## src/rtl/core/acl_ram.sv

```systemverilog
`timescale 1ns / 1ps
`default_nettype none

module acl_ram #(
    parameter int WIDTH = 8,
    parameter int DEPTH = 64
) (
    input  logic                     clk,
    input  logic                     we,
    input  logic [$clog2(DEPTH)-1:0] waddr,
    input  logic [WIDTH-1:0]         wdata,
    input  logic [$clog2(DEPTH)-1:0] raddr,
    output logic [WIDTH-1:0]         rdata
);

    logic [WIDTH-1:0] mem [DEPTH];
    logic [WIDTH-1:0] rdata_reg;

    // Write port
    always_ff @(posedge clk)
    begin
        if (we)
        begin
            mem[waddr] <= wdata;
        end
    end

    // Registered read port
    always_ff @(posedge clk)
    begin
        rdata_reg <= mem[raddr];
    end

    assign rdata = rdata_reg;

endmodule

`default_nettype wire

```

## config.mk

```make
export PLATFORM = sky130hd
export DESIGN_NAME = acl_ram
export DESIGN_NICKNAME = d
export VERILOG_FILES = /design/src/rtl/core/acl_ram.sv
export SDC_FILE = /design/constraint.sdc
export NUM_CORES = 1
export LEC_CHECK = 0
export BUFFER_PORTS_ARGS = -buffer_cell sky130_fd_sc_hd__buf_2
export CAP_MARGIN = 20
export CELL_PAD_IN_SITES_DETAIL_PLACEMENT = 1
export CELL_PAD_IN_SITES_GLOBAL_PLACEMENT = 1
export CORE_MARGIN = 5
export CORE_UTILIZATION = 30
export DETAILED_ROUTE_END_ITERATION = 8
export PLACE_DENSITY = 0.49
export SKIP_CTS_REPAIR_TIMING = 1
export SYNTH_ARGS = -nofsm -noshare
export SYNTH_HDL_FRONTEND = slang
export SYNTH_SLANG_ARGS = --single-unit
```

## constraint.sdc

```tcl
create_clock -name clk -period 1.81 [get_ports clk]
set_clock_uncertainty 0.1 [all_clocks]
set_input_delay 0.0905 -clock clk [delete_from_list [all_inputs] [get_ports clk]]
set_output_delay 0.0905 -clock clk [all_outputs]
set_load 0.1 [all_outputs]
```

==> results.sh <==
export IMPL_grt_max_degree=65
export IMPL_required_ps=2190
export IMPL_setup_slack_ps=-216
export IMPL_synth_seq_cells=520
export IMPL_holdCritPathClass="input port to flip-flop"
export IMPL_synth_cell_type_count=40
export IMPL_grt_pass1_vias=10700
export IMPL_slowest_delay_ps=600
export IMPL_r2r_start="mem[15][0]"
export IMPL_crit_start="mem[15][0]"
export IMPL_worstHoldStart="raddr[5]"
export IMPL_grt_usage_pct=14.3
export IMPL_clkSinkCount=520
export IMPL_start_kind="flip-flop"
export IMPL_tightest_slew_ps=918
export IMPL_peakVddDrop_uv=675
export IMPL_reg2reg_to="rdata[0]"
export IMPL_synth_nets=962
export IMPL_synth_edf_count=512
export IMPL_largest_reg_flops=512
export IMPL_rr_worst_depth=5
export IMPL_antenna_cells=0
export IMPL_dpl_hpwl_mm=33.4
export IMPL_routedWlPerCell_um=25.4
export IMPL_path_clk_slew_ps=60
export IMPL_min_period_ps=2030
export IMPL_avgSynthCellArea_um2=21.5
export IMPL_status="complete, but fails checks"
export IMPL_relSlewSlack_pct=38.8
export IMPL_vias=9954
export IMPL_p_per_area_mw_per_mm2=1050
export IMPL_wl_mm=52.3
export IMPL_synthSimpleGateAreaFrac_pct=3.39
export IMPL_synthArstFlopShare_pct=0
export IMPL_drive_gt1_share_pct=36.1
export IMPL_r2r_slack_ps=-220
export IMPL_use_met3_pct=2.27
export IMPL_syn_area_mm2=0.0202
export IMPL_nNetsFinal=1167
export IMPL_max_cap_viol_count=0
export IMPL_rsz0062_at_grt="true"
export IMPL_hold_viol_final=9
export IMPL_layoutNonFillerInstCount=2056
export IMPL_synth_mux_area_share_pct=15.9
export IMPL_synth_compound_area_share_pct=2.07
export IMPL_drt_vias_per_instance=4.84
export IMPL_dieArea_mm2=0.0725
export IMPL_cp_num_cells=5
export IMPL_grt_overflow=0
export IMPL_drt_pass1_iter_count=4
export IMPL_h_tree_depth=2
export IMPL_numPortBuffers=29
export IMPL_use_met2_pct=24.0
export IMPL_critPathSlowestCell="mux4_2"
export IMPL_crit_top_cell="mux4_2"
export IMPL_grt_busiest_layer="met2"
export IMPL_fmax_mhz=493
export IMPL_clockRootBuffer="clkbuf_16"
export IMPL_gp_congestion=0.745
export IMPL_timing_hold_ws_ps=-88.6
export IMPL_ys_seq_area_share_pct=77.0
export IMPL_ys_warn_count=0
export IMPL_drt_iter0_markers=599
export IMPL_crit_path_end_kind="flip-flop"
export IMPL_grt_antenna_before_repair=1
export IMPL_syn_inst=940
export IMPL_violations="negative hold slack, negative setup slack"
export IMPL_layout_commonest_cell="edfxtp_1"
export IMPL_ys_flop_type="edfxtp_1"
export IMPL_setup_viol=8
export IMPL_fin_crit_sh_pct=112
export IMPL_cp_arrival_ps=2410
export IMPL_clk_path_buf_depth=3
export IMPL_synth_adder_area_share_pct=0
export IMPL_rows=95
export IMPL_cts_buffers=53
export IMPL_grt_first_pass_wirelength_mm=76.3
export IMPL_critPathKind="flip-flop to flip-flop"
export IMPL_worstPathCellList="mux4_2 -> mux4_2 -> nor2_2 -> nor3_2 -> o2bb2ai_1"
export IMPL_synth_xor_area_share_pct=0
export IMPL_slew_viol_final=0
export IMPL_place_inst=1958
export IMPL_crit_buf_inv=0
export IMPL_crit_fanout=1
export IMPL_synth_top_family_by_area="multiplexers"
export IMPL_endpoint="rdata[0]"
export IMPL_mostFrequentLayoutCells="512 x edfxtp_1, 153 x buf_4, 126 x mux4_2, 80 x nor2_1, 55 x clkbuf_16"
export IMPL_route_detailed_drc=0
export IMPL_path_delay_family="multiplexers"
export IMPL_floorplan_initialDensity_pct=30.1
export IMPL_area_growth_syn_to_layout_pct=20.8
export IMPL_core_mm2=0.0669
export IMPL_finalPower_mw=25.6
export IMPL_ios=30
export IMPL_ant_nets=0
export IMPL_clk_insertion_delay_late_ps=600
export IMPL_leakage_nw=7.87
export IMPL_die_h_um=269
export IMPL_grtUsageMet1_pct=19.4
export IMPL_cts_tree="yes"
export IMPL_die_width_um=269
[how the worst min path moves through the flow]
stage,end,depth (start not counted)
after floorplan,mem[0][0],0
after global placement,rdata[0],3
after detailed placement,rdata[0],3
after CTS,rdata[0],3
after global routing,rdata[1],3
final,rdata[1],3
[worst register-to-register path: stages, from the launching register on]
cell,delay [ps]
edfxtp_1,360
mux4_2,500
mux4_2,600
nor2_2,140
nor3_2,70
o2bb2ai_1,140
[cell type report]
type / count / area (um2)
Clock buffer: 65 / 1450
Clock inverter: 28 / 210
Fill cell: 6516 / 42500
Multi-Input combinational cell: 369 / 4420
Sequential cell: 520 / 15500
Tap cell: 873 / 1090
Timing Repair Buffer: 201 / 1660
[metal layers]
layer	share of wire, %	routed length (um)
met5	0	0
met3	3.6	1880
met4	2.7	1390
met1	45	23500
met2	49	25500
[per-stage QoR]
stage / instance area [um2] / hold slack (ps) / setup WS, ps / utilization [%] / TNS (ps)
global placement: 22600 / 441 / -646 / 33.7 / -4130
detailed placement: 22600 / 460 / -669 / 33.7 / -4170
global route: 24400 / -97.3 / -261 / 36.4 / -1400
finish: 24400 / -88.6 / -216 / 36.4 / -985
CTS: 24200 / -188 / -388 / 36.2 / -1980
floorplan: 20200 / 89.4 / 11.6 / - / 0
[kinds of logic (layout without fill, tap and decap cells)]
family,count (synthesis),after routing
compound gates,54,54
buf+inv,51,294
flops,520,520
mux,162,162
simple gates,153,153
[cells in the mapped netlist (4+ instances only)]
cell type	n	share of area, %
buf_1	4	0.074
nor3_1	7	0.17
buf_2	11	0.27
nor2_1	83	1.5
o22ai_1	8	0.25
edfxtp_1	512	76
clkbuf_1	17	0.32
mux4_2	126	14
nor2b_1	14	0.43
nand2b_1	7	0.22
buf_4	13	0.48
dfxtp_1	8	0.79
a211oi_1	4	0.15
o221ai_1	8	0.35
mux2i_1	23	1.1
mux2_2	13	0.73
buf_6	4	0.22
a221oi_1	6	0.26
nand3_1	13	0.32
nand2_1	19	0.35
[where the power goes]
group | internal (mW) | leakage [nW] | switching (mW) | total (mW)
logic | 0.637 | 2.37 | 1.03 | 1.67
registers | 13.3 | 4.67 | 0.0410 | 13.4
clock network | 6.08 | 0.832 | 4.48 | 10.6
Power figures use the tool's default switching activity.
